--- src/rtl/xfc_pkg.sv ---
// Package for the XOR frame checker: frame constants, status codes, the job record
// passed from the front end to the reply generator, and the reply byte table.
// No dependencies.
`timescale 1ns / 1ps

package xfc_pkg;

  // Frame limits
  localparam int MAX_FRAME   = 64;
  localparam int MIN_LEN     = 10;
  localparam int CNT_W       = $clog2(MAX_FRAME + 1);
  localparam int LEN_W       = 7;
  localparam int REPLY_LEN   = 12;
  localparam int IDX_W       = $clog2(REPLY_LEN);

  // Frame bytes
  localparam logic [7:0] HDR_0    = 8'h59;
  localparam logic [7:0] HDR_1    = 8'h58;
  localparam logic [7:0] TAIL_0   = 8'h0D;
  localparam logic [7:0] TAIL_1   = 8'h0A;
  localparam logic [7:0] NAK_ID   = 8'hBB;
  localparam logic [7:0] NAK_FUNC = 8'h02;
  localparam logic [7:0] ZERO_B   = 8'h00;

  // Status codes
  localparam logic [1:0] ST_OK   = 2'd0;
  localparam logic [1:0] ST_RECV = 2'd1;
  localparam logic [1:0] ST_FMT  = 2'd2;
  localparam logic [1:0] ST_SUM  = 2'd3;

  // Input modes
  localparam logic MODE_DATA    = 1'b0;
  localparam logic MODE_TIMEOUT = 1'b1;

  // One finished frame, waiting for its verdict or reply
  typedef struct packed {
    logic [1:0]       code;
    logic [7:0]       command;
    logic [LEN_W-1:0] length;
  } job_t;

  // Byte of the negative reply at a given position
  function automatic logic [7:0] reply_byte(input logic [IDX_W-1:0] idx,
                                            input logic [7:0]       cmd,
                                            input logic [1:0]       code);
    logic [7:0] x;
    logic [7:0] b;
    x = HDR_0 ^ HDR_1 ^ ZERO_B ^ NAK_ID ^ ZERO_B ^ ZERO_B ^ NAK_FUNC ^ cmd
        ^ {6'd0, code};
    case (idx)
      4'd0:    b = HDR_0;
      4'd1:    b = HDR_1;
      4'd2:    b = ZERO_B;
      4'd3:    b = NAK_ID;
      4'd4:    b = ZERO_B;
      4'd5:    b = ZERO_B;
      4'd6:    b = NAK_FUNC;
      4'd7:    b = cmd;
      4'd8:    b = {6'd0, code};
      4'd9:    b = x;
      4'd10:   b = TAIL_0;
      4'd11:   b = TAIL_1;
      default: b = ZERO_B;
    endcase
    return b;
  endfunction

endpackage

--- src/rtl/xfc_front.sv ---
// Front end of the frame checker: takes bytes and timeouts, tracks the frame,
// classifies it on the last byte or a timeout and pushes a job. Depends on xfc_pkg.
`timescale 1ns / 1ps

module xfc_front (
  input  logic                clk_i,
  input  logic                rst_ni,
  input  logic                in_valid_i,
  output logic                in_ready_o,
  input  logic                mode_i,
  input  logic [7:0]          byte_value_i,
  input  logic                last_i,
  input  logic                q_full_i,
  output logic                push_o,
  output xfc_pkg::job_t       job_o
);

  logic [xfc_pkg::CNT_W-1:0] cnt_q, cnt_d;
  logic [7:0] first_q, first_d, second_q, second_d, cmd_q, cmd_d;
  logic [7:0] older_q, older_d, newer_q, newer_d, xor_q, xor_d;
  logic       accept, store, finish;
  logic [1:0] code;

  assign in_ready_o = !q_full_i;
  assign accept     = in_valid_i && in_ready_o;
  assign store      = (mode_i == xfc_pkg::MODE_DATA) &&
                      (cnt_q < xfc_pkg::CNT_W'(xfc_pkg::MAX_FRAME));
  assign finish     = (mode_i == xfc_pkg::MODE_TIMEOUT) || last_i;

  // Frame state after this byte
  always_comb begin
    cnt_d    = cnt_q;
    first_d  = first_q;
    second_d = second_q;
    cmd_d    = cmd_q;
    older_d  = older_q;
    newer_d  = newer_q;
    xor_d    = xor_q;
    if (store) begin
      if (cnt_q == xfc_pkg::CNT_W'(0)) first_d = byte_value_i;
      if (cnt_q == xfc_pkg::CNT_W'(1)) second_d = byte_value_i;
      if (cnt_q == xfc_pkg::CNT_W'(3)) cmd_d = byte_value_i;
      xor_d   = xor_q ^ byte_value_i;
      older_d = newer_q;
      newer_d = byte_value_i;
      cnt_d   = cnt_q + xfc_pkg::CNT_W'(1);
    end
  end

  // Checks in priority order
  always_comb begin
    if (mode_i == xfc_pkg::MODE_TIMEOUT) begin
      code = xfc_pkg::ST_RECV;
    end else if (cnt_d < xfc_pkg::CNT_W'(xfc_pkg::MIN_LEN)) begin
      code = xfc_pkg::ST_RECV;
    end else if (first_d != xfc_pkg::HDR_0 || second_d != xfc_pkg::HDR_1) begin
      code = xfc_pkg::ST_FMT;
    end else if (older_d != xfc_pkg::TAIL_0 || newer_d != xfc_pkg::TAIL_1) begin
      code = xfc_pkg::ST_FMT;
    end else if ((xor_d ^ older_d ^ newer_d) != 8'd0) begin
      code = xfc_pkg::ST_SUM;
    end else begin
      code = xfc_pkg::ST_OK;
    end
  end

  assign push_o         = accept && finish;
  assign job_o.code     = code;
  assign job_o.command  = cmd_d;
  assign job_o.length   = xfc_pkg::LEN_W'(cnt_d);

  // Frame state; cleared once a frame ends
  always_ff @(posedge clk_i or negedge rst_ni) begin
    if (!rst_ni) begin
      cnt_q    <= '0;
      first_q  <= '0;
      second_q <= '0;
      cmd_q    <= '0;
      older_q  <= '0;
      newer_q  <= '0;
      xor_q    <= '0;
    end else if (accept) begin
      if (finish) begin
        cnt_q    <= '0;
        first_q  <= '0;
        second_q <= '0;
        cmd_q    <= '0;
        older_q  <= '0;
        newer_q  <= '0;
        xor_q    <= '0;
      end else begin
        cnt_q    <= cnt_d;
        first_q  <= first_d;
        second_q <= second_d;
        cmd_q    <= cmd_d;
        older_q  <= older_d;
        newer_q  <= newer_d;
        xor_q    <= xor_d;
      end
    end
  end

endmodule

--- src/rtl/xfc_queue.sv ---
// Two-entry job queue between the front end and the reply generator.
// Depends on xfc_pkg.
`timescale 1ns / 1ps

module xfc_queue (
  input  logic          clk_i,
  input  logic          rst_ni,
  input  logic          push_i,
  input  xfc_pkg::job_t push_job_i,
  input  logic          pop_i,
  output logic          valid_o,
  output logic          full_o,
  output xfc_pkg::job_t head_o
);

  xfc_pkg::job_t mem_q [2];
  logic          wptr_q, rptr_q;
  logic [1:0]    cnt_q;

  assign valid_o = (cnt_q != 2'd0);
  assign full_o  = (cnt_q == 2'd2);
  assign head_o  = mem_q[rptr_q];

  // Storage
  always_ff @(posedge clk_i) begin
    if (push_i) mem_q[wptr_q] <= push_job_i;
  end

  // Pointers and fill level
  always_ff @(posedge clk_i or negedge rst_ni) begin
    if (!rst_ni) begin
      wptr_q <= 1'b0;
      rptr_q <= 1'b0;
      cnt_q  <= 2'd0;
    end else begin
      if (push_i) wptr_q <= !wptr_q;
      if (pop_i) rptr_q <= !rptr_q;
      if (push_i && !pop_i) begin
        cnt_q <= cnt_q + 2'd1;
      end else if (pop_i && !push_i) begin
        cnt_q <= cnt_q - 2'd1;
      end
    end
  end

endmodule

--- src/rtl/xfc_back.sv ---
// Back end of the frame checker: turns each job into one verdict or a 12-byte
// negative reply, one result per cycle while out_ready_i is high. Depends on xfc_pkg.
`timescale 1ns / 1ps

module xfc_back (
  input  logic                       clk_i,
  input  logic                       rst_ni,
  input  logic                       q_valid_i,
  input  xfc_pkg::job_t              q_job_i,
  output logic                       pop_o,
  output logic                       out_valid_o,
  input  logic                       out_ready_i,
  output logic [1:0]                 status_o,
  output logic [7:0]                 command_o,
  output logic [xfc_pkg::LEN_W-1:0]  frame_length_o,
  output logic                       reply_valid_o,
  output logic [7:0]                 reply_byte_o,
  output logic                       end_of_run_o
);

  logic                      busy_q;
  xfc_pkg::job_t             job_q;
  logic [xfc_pkg::IDX_W-1:0] idx_q;
  logic                      is_nak, last_res, done;

  assign is_nak   = (job_q.code != xfc_pkg::ST_OK);
  assign last_res = !is_nak || (idx_q == xfc_pkg::IDX_W'(xfc_pkg::REPLY_LEN - 1));
  assign done     = busy_q && out_ready_i && last_res;
  assign pop_o    = q_valid_i && (!busy_q || done);

  // Result fields
  assign out_valid_o    = busy_q;
  assign status_o       = job_q.code;
  assign command_o      = job_q.command;
  assign frame_length_o = job_q.length;
  assign reply_valid_o  = is_nak;
  assign reply_byte_o   = is_nak ? xfc_pkg::reply_byte(idx_q, job_q.command, job_q.code)
                                 : 8'd0;
  assign end_of_run_o   = last_res;

  // Job payload
  always_ff @(posedge clk_i) begin
    if (pop_o) job_q <= q_job_i;
  end

  // Sequencer
  always_ff @(posedge clk_i or negedge rst_ni) begin
    if (!rst_ni) begin
      busy_q <= 1'b0;
      idx_q  <= '0;
    end else if (pop_o) begin
      busy_q <= 1'b1;
      idx_q  <= '0;
    end else if (done) begin
      busy_q <= 1'b0;
    end else if (busy_q && out_ready_i) begin
      idx_q <= idx_q + xfc_pkg::IDX_W'(1);
    end
  end

endmodule

--- src/rtl/xor_frame_checker_with_nak_unit.sv ---
// Top level of the XOR frame checker with negative reply.
// Depends on xfc_pkg, xfc_front, xfc_queue and xfc_back.
`timescale 1ns / 1ps

// Usage
//   Input channel (in_valid_i / in_ready_o): one request per received byte
//   (mode_i = 0, byte_value_i, last_i on the final byte) or a receive timeout
//   (mode_i = 1). A byte is taken every cycle while the job queue has room.
//   Output channel (out_valid_o / out_ready_i): a good frame gives one verdict
//   with status 0; a bad frame or a timeout gives 12 results carrying the
//   reply frame, end_of_run_o marks the final one.
//   Path: the final byte or timeout is registered as a job in the job queue,
//   then loaded into the sequencer once it is free, which offers the first result.
//   Throughput: one input byte per cycle while the job queue has room; the
//   output side delivers one result per cycle while out_ready_i is high.
//   The two-entry job queue between the classifier and the reply sequencer
//   sets how many finished frames may wait.
//   Receiver stall: results hold; bytes of the next frame keep flowing in
//   until two finished frames are queued, then in_ready_o drops.
//   Reset: frame state, queue and sequencer clear at once; no clearing pass.
module xor_frame_checker_with_nak_unit (
  input  logic                      clk_i,
  input  logic                      rst_ni,
  input  logic                      in_valid_i,
  output logic                      in_ready_o,
  input  logic                      mode_i,
  input  logic [7:0]                byte_value_i,
  input  logic                      last_i,
  output logic                      out_valid_o,
  input  logic                      out_ready_i,
  output logic [1:0]                status_o,
  output logic [7:0]                command_o,
  output logic [xfc_pkg::LEN_W-1:0] frame_length_o,
  output logic                      reply_valid_o,
  output logic [7:0]                reply_byte_o,
  output logic                      end_of_run_o
);

  logic          push, pop, q_valid, q_full;
  xfc_pkg::job_t push_job, head_job;

  // Classifier
  xfc_front u_front (
    .clk_i        (clk_i),
    .rst_ni       (rst_ni),
    .in_valid_i   (in_valid_i),
    .in_ready_o   (in_ready_o),
    .mode_i       (mode_i),
    .byte_value_i (byte_value_i),
    .last_i       (last_i),
    .q_full_i     (q_full),
    .push_o       (push),
    .job_o        (push_job)
  );

  // Job queue
  xfc_queue u_queue (
    .clk_i      (clk_i),
    .rst_ni     (rst_ni),
    .push_i     (push),
    .push_job_i (push_job),
    .pop_i      (pop),
    .valid_o    (q_valid),
    .full_o     (q_full),
    .head_o     (head_job)
  );

  // Reply sequencer
  xfc_back u_back (
    .clk_i          (clk_i),
    .rst_ni         (rst_ni),
    .q_valid_i      (q_valid),
    .q_job_i        (head_job),
    .pop_o          (pop),
    .out_valid_o    (out_valid_o),
    .out_ready_i    (out_ready_i),
    .status_o       (status_o),
    .command_o      (command_o),
    .frame_length_o (frame_length_o),
    .reply_valid_o  (reply_valid_o),
    .reply_byte_o   (reply_byte_o),
    .end_of_run_o   (end_of_run_o)
  );

endmodule

--- config.mk ---
export PLATFORM = sky130hd
export DESIGN_NAME = xor_frame_checker_with_nak_unit
export DESIGN_NICKNAME = d
export VERILOG_FILES = /design/src/rtl/xfc_pkg.sv /design/src/rtl/xfc_front.sv /design/src/rtl/xfc_queue.sv /design/src/rtl/xfc_back.sv /design/src/rtl/xor_frame_checker_with_nak_unit.sv
export SDC_FILE = /design/constraint.sdc
export NUM_CORES = 1
export LEC_CHECK = 0
export ABC_CLOCK_PERIOD_IN_PS = 6800
export CAP_MARGIN = 20
export CORE_ASPECT_RATIO = 1.2
export CORE_MARGIN = 5
export CORE_UTILIZATION = 47
export CTS_BUF_LIST = sky130_fd_sc_hd__clkbuf_8 sky130_fd_sc_hd__clkbuf_16
export CTS_CLUSTER_SIZE = 20
export DETAILED_ROUTE_END_ITERATION = 8
export DONT_BUFFER_PORTS = 1
export PLACE_DENSITY = 0.61
export REMOVE_ABC_BUFFERS = 1
export SLEW_MARGIN = 15
export SYNTH_ARGS = -nofsm -noshare
export SYNTH_HDL_FRONTEND = slang
export SYNTH_SLANG_ARGS = --single-unit
--- constraint.sdc ---
create_clock -name clk_i -period 6.8 [get_ports clk_i]
set_input_delay 0.34 -clock clk_i [delete_from_list [all_inputs] [get_ports clk_i]]
set_output_delay 0.34 -clock clk_i [all_outputs]
set_load 0.01 [all_outputs]
Word-level counts from Yosys, hierarchy flattened
Memories as Yosys holds them, arrays and structs flattened. A register that Yosys moved wholly into a read port is not among the register bits.
Cells that the tools add are included.
W data, S select, Z words.
{ "op_classes": {"eq_ne": 16, "bitwise": 6, "n_reduce_logical": 29, "mux": 33, "magnitude_cmp": 2, "n_addsub": 4} }
{ "op_table": {"columns": ["op", "count"], "rows": [
  ["$mux W8", 16],
  ["$pmux W8 S9", 1],
  ["$xor A8 B8 Y8", 3],
  ["$eq A4 B4 Y1 const B", 4],
  ["$ne A8 B4 Y1 const B", 2],
  ["$ne A8 B7 Y1 const B", 2],
  ["$mux W2", 7],
  ["$mux W7", 2],
  ["$mux W4", 3],
  ["$reduce_bool A2 Y1", 5],
  ["$eq A4 B3 Y1 const B", 2],
  ["$logic_and A1 B1 Y1", 8],
  ["$reduce_bool A8 Y1", 1],
  ["$xor A8 B2 Y8", 1],
  ["$add A7 B1 Y7 const B", 1],
  ["$eq A7 B1 Y1 const B", 1],
  ["$eq A7 B2 Y1 const B", 1],
  ["$logic_not A1 Y1", 7],
  ["$logic_not A7 Y1", 1],
  ["$lt A7 B4 Y1 const B", 1],
  ["$lt A7 B7 Y1 const B", 1],
  ["$logic_or A1 B1 Y1", 5],
  ["$add A4 B1 Y4 const B", 1],
  ["$eq A4 B1 Y1 const B", 1],
  ["10 further kinds", 13]
]} }
{ "word_totals": {"reg_bits": 64, "wordCells": 103, "n_memories": 1, "output_inout_bits": 29, "in_bits": 14, "mem_bits_rw": 34} }
{ "mem_list": {"columns": ["name", "words", "width", "rd", "rd_clocked_by_memory_dff", "write_ports", "line_no", "source"], "rows": [
  ["u_queue.mem_q", 2, 17, 1, 1, 1, "xfc_queue.sv:16", "xfc_pkg::job_t mem_q [2];"]
]} }

Depth between registers and ports, before layout
Gate-level depths: netlist (run 1).
{ "logic_depth": {"ltp_word": 11, "mapped_depth": 11, "depth_no_buf": 9} }

Cells and area by module
From an unflattened synthesis (run 1), not the netlist that was laid out.
{ "unflattened": {"hier_cells": 476, "area_unflattened_um2": 5718.0} }
{ "modules_own_cells": {"columns": ["mod", "seq_area_each_um2", "cells_each", "instances", "area_each_um2"], "rows": [
  ["xfc_front", 1376.3, 292, 1, 3026.7],
  ["xfc_queue", 1121.1, 69, 1, 1466.4],
  ["xfc_back", 635.6, 115, 1, 1224.9]
]} }

Least setup slack after synthesis (run 1)
OpenSTA, ideal clock, no wires.
{ "synth_path": {"path_type": "flip-flop to flip-flop", "startpoint": "register, netlist name u_back.status_o[0]", "endpoint": "register u_queue.cnt_q[1]", "slack_ns": 4.462, "setup_time_ns": 0.079, "synth_period_minus_slack_ns": 2.338, "required_ns": 6.721, "n_path_buf": 1, "t_arrival_ns": 2.259, "stages_incl_launch_ff": 11, "path_cell_list": "edfxtp_1 -> or2_2 -> a21boi_0 -> o21ai_0 -> o21a_1 -> buf_2 -> inv_1 -> ha_1 -> xor2_1 -> nor2_1 -> xor2_1"} }
{ "synth_between": {"elab_chain_len": 9, "word_cells_on_any_way": 11, "cone_classes": "mux (1); reduce/logical (10)"} }
{ "synth_lines": {"columns": ["item", "line_no", "source"], "rows": [
  ["$reduce_bool A2 Y1 (*)", "xfc_back.sv:26", "assign is_nak = (job_q.code != xfc_pkg::ST_OK);"],
  ["net reply_valid_o", "xor_frame_checker_with_nak_unit.sv:34", "output logic reply_valid_o,"],
  ["$logic_not A1 Y1 (*)", "xfc_back.sv:27", "assign last_res = !is_nak || (idx_q == xfc_pkg::IDX_W'(xfc_pkg::REPLY_LEN - 1));"],
  ["$logic_or A1 B1 Y1 (*)", "xfc_back.sv:27", null],
  ["$logic_and A1 B1 Y1 (*)", "xfc_back.sv:28", "assign done = busy_q && out_ready_i && last_res;"],
  ["$logic_or A1 B1 Y1 (*)", "xfc_back.sv:29", "assign pop_o = q_valid_i && (!busy_q || done);"],
  ["$logic_and A1 B1 Y1 (*)", "xfc_back.sv:29", null],
  ["net pop", "xor_frame_checker_with_nak_unit.sv:39", "logic push, pop, q_valid, q_full;"],
  ["$logic_not A1 Y1", "xfc_queue.sv:38", "if (push_i && !pop_i) begin"],
  ["$logic_and A1 B1 Y1", "xfc_queue.sv:38", null],
  ["$mux W2 / $reduce_bool A2 Y1 (equally long branches)", null, null],
  ["to (signal assigned)", "xfc_queue.sv:39", "cnt_q <= cnt_q + 2'd1;"],
  ["to (signal assigned)", "xfc_queue.sv:41", "cnt_q <= cnt_q - 2'd1;"],
  ["to (decl)", "xfc_queue.sv:18", "logic [1:0] cnt_q;"]
]} }
Mark *: on every way through the listed nets, which the timed path passes. The rest lies on a longest branch.
A chain may end at the register's enable or synchronous reset.

Final worst setup path (run 1)
{ "layout_path": {"startpoint": "register u_back.idx_q[1] (netlist bit)", "endpoint": "output reply_byte_o[4]"} }
{ "layout_between": {"elab_chain_len": 3, "word_cells_on_any_way": 11, "cone_classes": "eq/ne (8); mux (2); reduce/logical (1)"} }
{ "layout_lines": {"columns": ["item", "line_no", "source"], "rows": [
  ["from (decl)", "xfc_back.sv:23", "logic [xfc_pkg::IDX_W-1:0] idx_q;"],
  ["from (signal assigned)", "xfc_back.sv:57", "idx_q <= idx_q + xfc_pkg::IDX_W'(1);"],
  ["$eq A4 B4 Y1, or another cell as far along", "xfc_pkg.sv:50", "case (idx)"],
  ["$pmux W8 S9 (*)", "xfc_pkg.sv:50", null],
  ["$mux W8 (*)", "xfc_back.sv:37", "assign reply_byte_o = is_nak ? xfc_pkg::reply_byte(idx_q, job_q.command, job_q.code)"],
  ["to (decl)", "xor_frame_checker_with_nak_unit.sv:35", "output logic [7:0] reply_byte_o,"]
]} }
Mark *: on every way between the ends. The rest lies on a longest branch, timed or not.

==> results of run 1 <==
-- path summary, 6_finish.rpt --
| kind | from | endpoint | slack, ns | depth (start not counted) |
|---|---|---|---|---|
| max reg2reg | u_back.status_o[0] | u_queue.cnt_q[1] | 3.91 | 8 |
| min reg2reg | u_front.first_q[3] | u_front.first_q[3] | 0.49 | 1 |
| min | byte_value_i[5] | u_front.newer_q[5] | 0.05 | 2 |
| max | u_back.idx_q[1] | reply_byte_o[4] | 3.72 | 6 |
| min in group asynchronous | rst_ni | u_queue.cnt_q[1] | 0.48 | 2 |
| max in group asynchronous | rst_ni | u_back.idx_q[2] | 6.01 | 2 |
-- placed cells by master (no fill, tap or decap), types with 3 or more instances in the layout --
cell	instances
xor2_1	11
and3_1	3
edfxtp_1	51
nand2b_1	8
a21o_1	4
a22o_1	35
a21oi_1	14
nor2_1	28
nor3_1	7
nand3_1	4
clkbuf_16	17
a22oi_1	3
o21ai_0	32
nand4_1	4
and2_1	3
a31oi_1	5
inv_1	15
nor4_1	5
mux2_2	25
dfrtp_1	64
nand4b_1	3
ha_1	8
clkinv_4	3
bufinv_16	3
xnor2_1	13
clkinv_2	3
nor2b_1	3
nand2_1	39
-- per-layer routing --
layer  GRT usage  part of all wire  wire length (um)  vias up
li1            -                 -                 -     1737
met1       0.217              0.42              5000     1806
met2       0.313              0.50              6050      105
met3      0.0607             0.062               742       19
met4      0.0587             0.017               199        0
met5           0                 0                 0        -
-- timing repair --
item	CTS	global route
gates resized for setup	0	0
setup buffers	0	0
hold buffers	2	0
hold endpoints to repair	64	0
-- cell families (layout without fill, tap and decap cells) --
group | count (synthesis) | count (layout)
buffers and inverters | 39 | 50
flip-flops | 115 | 115
AO/OA/AOI/OAI | 121 | 121
adder cells (fa/ha/maj) | 8 | 8
XOR/XNOR | 25 | 25
AND/OR/NAND/NOR | 130 | 130
multiplexers | 28 | 28
-- power by group through the flow --
stage / Combinational (W) / Sequential, W / Clock, W
floorplan: 0.000372 / 0.000932 / 0
global placement: 0.000464 / 0.000956 / 0
detailed placement: 0.000475 / 0.000962 / 0
CTS: 0.000490 / 0.000949 / 0.000901
global route: 0.000537 / 0.000963 / 0.000939
finish: 0.000485 / 0.000948 / 0.000889
-- state kept, by name, summed over array words and instances, names as in the netlist, 4 cells and up --
signal / flops
u_back.frame_length_o: 7
u_back.command_o: 8
u_front.newer_q: 8
u_back.idx_q: 4
u_front.second_q: 8
u_front.cmd_q: 8
u_front.cnt_q: 7
u_front.first_q: 8
u_queue.mem_q: 34
u_front.xor_q: 8
u_front.older_q: 8
-- through the flow --
| step | hold WS (ns) | cell area (um2) | utilization |
|---|---|---|---|
| final | 0.0482 | 6260 | 0.541 |
| after floorplan | 0.0444 | 5420 | - |
| after global routing | 0.0349 | 6260 | 0.541 |
| after detailed placement | 0.0466 | 5630 | 0.487 |
| after global placement | 0.0477 | 5630 | 0.487 |
| after CTS | 0.0330 | 6260 | 0.541 |
-- synth_stat cells, drive strengths merged, types with 3 or more instances --
master,n
nor4,7
ha,8
nand4,4
nand3,4
a22o,36
a21oi,14
inv,14
nor2,30
nor2b,3
xnor2,13
buf,11
nand4b,3
a31oi,5
xor2,12
o21ai,35
and3,3
a22oi,3
dfrtp,64
and2,3
edfxtp,51
nor4b,3
nand2b,8
nand2,41
mux2,26
a21o,4
a21boi,3
clkbuf,14
nor3,8
-- final cells by class --
type                       count  area (um2)
clock buffer                  17         425
clock inverter                15         166
fill                         981        5310
inverter                      14        52.6
multi-input combinational    312        2230
sequential                   115        3130
tap                          157         196
timing repair buffer           4        52.6
-- critical path: stages, from the launching register on --
cell       delay [ns]
dfrtp_1          0.42
inv_1            0.10
ha_1             0.39
nor2_1           0.11
o21ai_0          0.19
o211ai_1         0.27
a2111oi_0        0.85
==> metrics.csv, run 1 <==
metric,value,unit
CP endpoint kind,primary output,
largest family of logic cells by synthesized area,compound AO/OA/AOI/OAI gates,
CTS Buf Count,17,
Post-Synth Adder-Cell Area,0.0181,
Slew Limit Fails,0,
total die area,14100,um2
max-cap viol count,0,
unrepaired setup endpoints after global routing,no,
Pwr Total,0.00232,W
DR iter-0 viols,340,
post-synth cell types,73,
Cell Rows,43,
CTS root buffer,clkbuf_16,
Tcrit/Tclk final,0.452,
All-Layer GR Usage,0.183,
layout cells sized above 1,0.151,
Period minus WS final,3.08,ns
Synth Area in Simple Gates,0.129,
DR DRC count,0,
DIE WIDTH,109,um
setup ws final,3.72,ns
Seq pwr share,0.408,
CTS tree,built,
Crit Path Max Fanout,10,
Worst Setup Start Kind,flip-flop,
worst clock skew,0.00789,ns
Cell Int Power,0.00161,W
sw power,0.000712,W
htree depth,4,
Fmax,0.325,GHz
setup_tns,0,ns
average size of a mapped cell,11.9,um2
Inst Count DP,600,
Routed Antenna Nets,0,
Post-synth EDFFs,51,
worst skew pair latency,0.41,ns
multiplexer share of the synthesized area,0.0564,
fraction of registers with async set/reset,0.557,
Clock Path Buffers,2,
Seq cells post-synth,115,
sequential share of the synthesized area,0.565,
Crit path arrival time,2.74,ns
fin cells,634,
Sw Ratio,0.307,
via/cell ratio,5.78,
pin count of the biggest net entering global routing,65,
status,completed,
Slew Limit Headroom,0.320,
Initial Utilization,0.479,
Final HPWL DP,8090,um
worst slew pin tran,0.995,ns
Wirelength per Cell,18.9,um
post-place setup slack,3.88,ns
Die H,129,um
Compound-Gate Fraction of Synth Area,0.158,
ranking of synthesized cells by area,"dfrtp_1 (29%), edfxtp_1 (28%), a22o_1 (5.5%)",
Layout area overhead,12.9,%
PD cells,371,nW/um2
Core Footprint,11600,um2
"CTS clk-pin slew, worst paths",0.05,ns
Leakage,2.55,nW
Clk pwr share,0.383,
final wirelength,12000,um
worst vdd ir,0.165,mV
Crit Path Category,reg2out,
number of global-route vias before repair,3813,
combinational share of power,0.209,
Yosys warning total,0,
ant diodes,0,
Port Buffers,0,
"Top FF cell, synth",dfrtp_1,
clock sink count,115,
CP required,6.46,ns
Nets,486,
post-synth top area share,0.289,
Fin. Hold Viols,0,
total number of vias,3667,
num ports,43,
synthesized instance count,466,
synthesized area,5540,um2
first drt pass iteration count,4,
initial antenna violation count,0,
leading area contributor after synthesis,dfrtp_1,
Post-Synth XOR/XNOR Area,0.0408,
GPL Wtd Cong,0.836,
first-pass GRT wire length,19600,um
HP Class,in2reg,
gr ovfl total,0,
final setup violating endpoints,0,
(Power assumes the default switching activity.)
==> run 2, diff against run 1 <==
- ABC_CLOCK_PERIOD_IN_PS: 6800 -> 2610
- PLACE_DENSITY: 0.61 -> 0.63
- clock period: 6.8 -> 2.61 ns (I/O delays scaled with it)
==> run 2 against run 1 <==
Non-clock buffer count rose by 25. Via count increased by 3.6%. Wire length grew 4.5%. Total power grew to 2.7 times the previous value. Clock power rose to 2.6 times the previous value. Global-route usage grew 1.1 points. Hold slack worse by 0.035 ns. Sequential power rose to 2.6 times the previous value. Critical path depth grew 2. Clock skew up 0.0030 ns. Highest routed layer unchanged.
==> metrics.csv, run 2 (synthesized netlist as in run 1, its figures left out) <==
metric,value,unit,change
Crit Path Max Fanout,5,,-5
"most common cell after layout, fill and taps aside",dfrtp_1,,
final setup violating endpoints,0,,unchanged
All-Layer GR Usage,0.195,,+0.0115
CP endpoint kind,flip-flop,,
HP Class,in2reg,,
ant diodes,0,,unchanged
Period minus WS final,2.50,ns,
Die H,129,um,unchanged
Seq pwr share,0.392,,-0.016
worst clock skew,0.0109,ns,+0.00304 ns
Nets,511,,+5.1%
Clock Path Buffers,2,,unchanged
reg2reg setup slack,0.11,ns,-3.80 ns
Routed Antenna Nets,0,,unchanged
number of global-route vias before repair,3881,,+1.8%
r2r endpoint,u_queue.mem_q[0][16],,
Clk pwr share,0.374,,-0.009
Layout area overhead,17.3,%,
initial antenna violation count,0,,unchanged
Sw Ratio,0.315,,+0.00790
DR DRC count,0,,unchanged
PD cells,952,nW/um2,+160%
Slew Limit Fails,0,,unchanged
worst vdd ir,0.399,mV,+140%
Final HPWL DP,8220,um,+1.5%
num ports,43,,unchanged
total die area,14100,um2,unchanged
clock sink count,115,,unchanged
total number of vias,3800,,+3.6%
max-cap viol count,0,,unchanged
combinational share of power,0.235,,+0.026
Fin Hold WS,0.0133,ns,-0.0348 ns
hold path startpoint,byte_value_i[7],,
Leakage,2.66,nW,+4.6%
htree depth,4,,unchanged
via/cell ratio,5.77,,-0.30%
DR iter-0 viols,484,,+42%
fin cells,659,,+3.9%
sw power,0.00195,W,+170%
reg2reg start,u_front.cnt_q[1],,
CTS Buf Count,17,,unchanged
Crit Path Category,reg2reg,,
Hold Path Depth,3,,+1
GPL Wtd Cong,0.855,,+2.3%
Crit path arrival time,2.63,ns,-0.11 ns
first-pass GRT wire length,21000,um,+7.0%
Port Buffers,0,,unchanged
Core Footprint,11600,um2,unchanged
Pwr Total,0.00620,W,+170%
Worst Hold End,u_front.xor_q[7],,
setup_tns,0,ns,unchanged
Worst Setup Start Kind,flip-flop,,
most frequent cells in the layout,"dfrtp_1 (64), edfxtp_1 (51), nand2_1 (39)",,
status,completed,,
pin count of the biggest net entering global routing,65,,unchanged
"CTS clk-pin slew, worst paths",0.06,ns,about the same
Wirelength per Cell,19.0,um,+0.49%
worst slew pin tran,0.728,ns,-0.267 ns
CTS tree,built,,
Slew Limit Headroom,0.515,,+0.195
worst skew pair latency,0.41,ns,about the same
Initial Utilization,0.479,,unchanged
CP required,2.74,ns,-3.72 ns
Fin. Hold Viols,0,,unchanged
Tcrit/Tclk final,0.959,,
Fmax,0.399,GHz,
CTS root buffer,clkbuf_16,,
unrepaired setup endpoints after global routing,no,,
layout cells sized above 1,0.179,,+0.0283
gr ovfl total,0,,unchanged
Cell Rows,43,,unchanged
Inst Count DP,613,,+2.2%
final wirelength,12500,um,+4.5%
Biggest register,u_queue.mem_q,,
Register-to-Register Path Depth,8,,unchanged
first drt pass iteration count,5,,+1
max FFs per register,34,,unchanged
DIE WIDTH,109,um,unchanged
Cell Int Power,0.00425,W,+160%
## run 2: cell types whose count changed in the layout (fill, tap and decap cells not counted)
cell	before	now
ha_2	0	1
ha_1	8	7
clkinv_1	2	0
a2111oi_0	1	0
clkinv_2	3	1
dlygate4sd3_1	1	12
buf_4	2	14
inv_1	15	14
inv_6	1	7
a2111oi_1	0	1
bufinv_16	3	2
buf_12	0	2
## run 2: routing by layer
metal	vias up	share of wire	track usage
met2	108	0.48	0.314
li1	1789	-	-
met1	1878	0.44	0.243
met5	-	0	0
met4	0	0.026	0.0802
met3	25	0.053	0.0592
## run 2: how the worst max path moves through the flow
stage	startpoint	to	slack (ns)
after floorplan	u_back.status_o[0]	u_queue.cnt_q[1]	0.1
after global placement	u_front.cnt_q[1]	u_queue.mem_q[1][16]	0.22
after detailed placement	u_front.cnt_q[1]	u_queue.mem_q[0][16]	0.17
after CTS	u_back.idx_q[1]	reply_byte_o[4]	0.11
after global routing	u_back.idx_q[0]	reply_byte_o[4]	0.04
final	u_front.cnt_q[1]	u_queue.mem_q[0][16]	0.11
## run 2: final cells by class
class | count | area, um2
fill | 967 | 5060
sequential | 115 | 3130
multi-input combinational | 312 | 2240
clock buffer | 17 | 425
timing repair buffer | 29 | 293
tap | 157 | 196
clock inverter | 15 | 168
inverter | 14 | 52.6
## run 2: timing repair
action	in CTS	in global routing
setup endpoints to repair	0	1
gates resized for setup	0	2
hold buffers	13	0
buffers inserted	0	1
hold endpoints to repair	114	0
## run 2: worst max-delay path: stages, from the launching register on
cell      delay, ns
dfrtp_1        0.40
inv_1          0.18
ha_1           0.29
or4_1          0.51
a21o_1         0.20
a21o_1         0.17
a221oi_2       0.21
a211oi_1       0.12
a21boi_1       0.15
## run 2: per-stage QoR
step / utilization / setup WS [ns] / instance area [um2]
after floorplan: - / 0.0956 / 5420
after global placement: 0.497 / 0.222 / 5750
after detailed placement: 0.497 / 0.168 / 5750
after CTS: 0.561 / 0.115 / 6490
after global routing: 0.562 / 0.0357 / 6500
final: 0.562 / 0.107 / 6500
## run 2: power groups by stage
stage | registers, W | clock network [W] | logic [W]
floorplan | 0.00243 | 0 | 0.000969
global placement | 0.00245 | 0 | 0.00133
detailed placement | 0.00247 | 0 | 0.00136
CTS | 0.00243 | 0.00234 | 0.00143
global route | 0.00247 | 0.00246 | 0.00161
finish | 0.00243 | 0.00232 | 0.00145
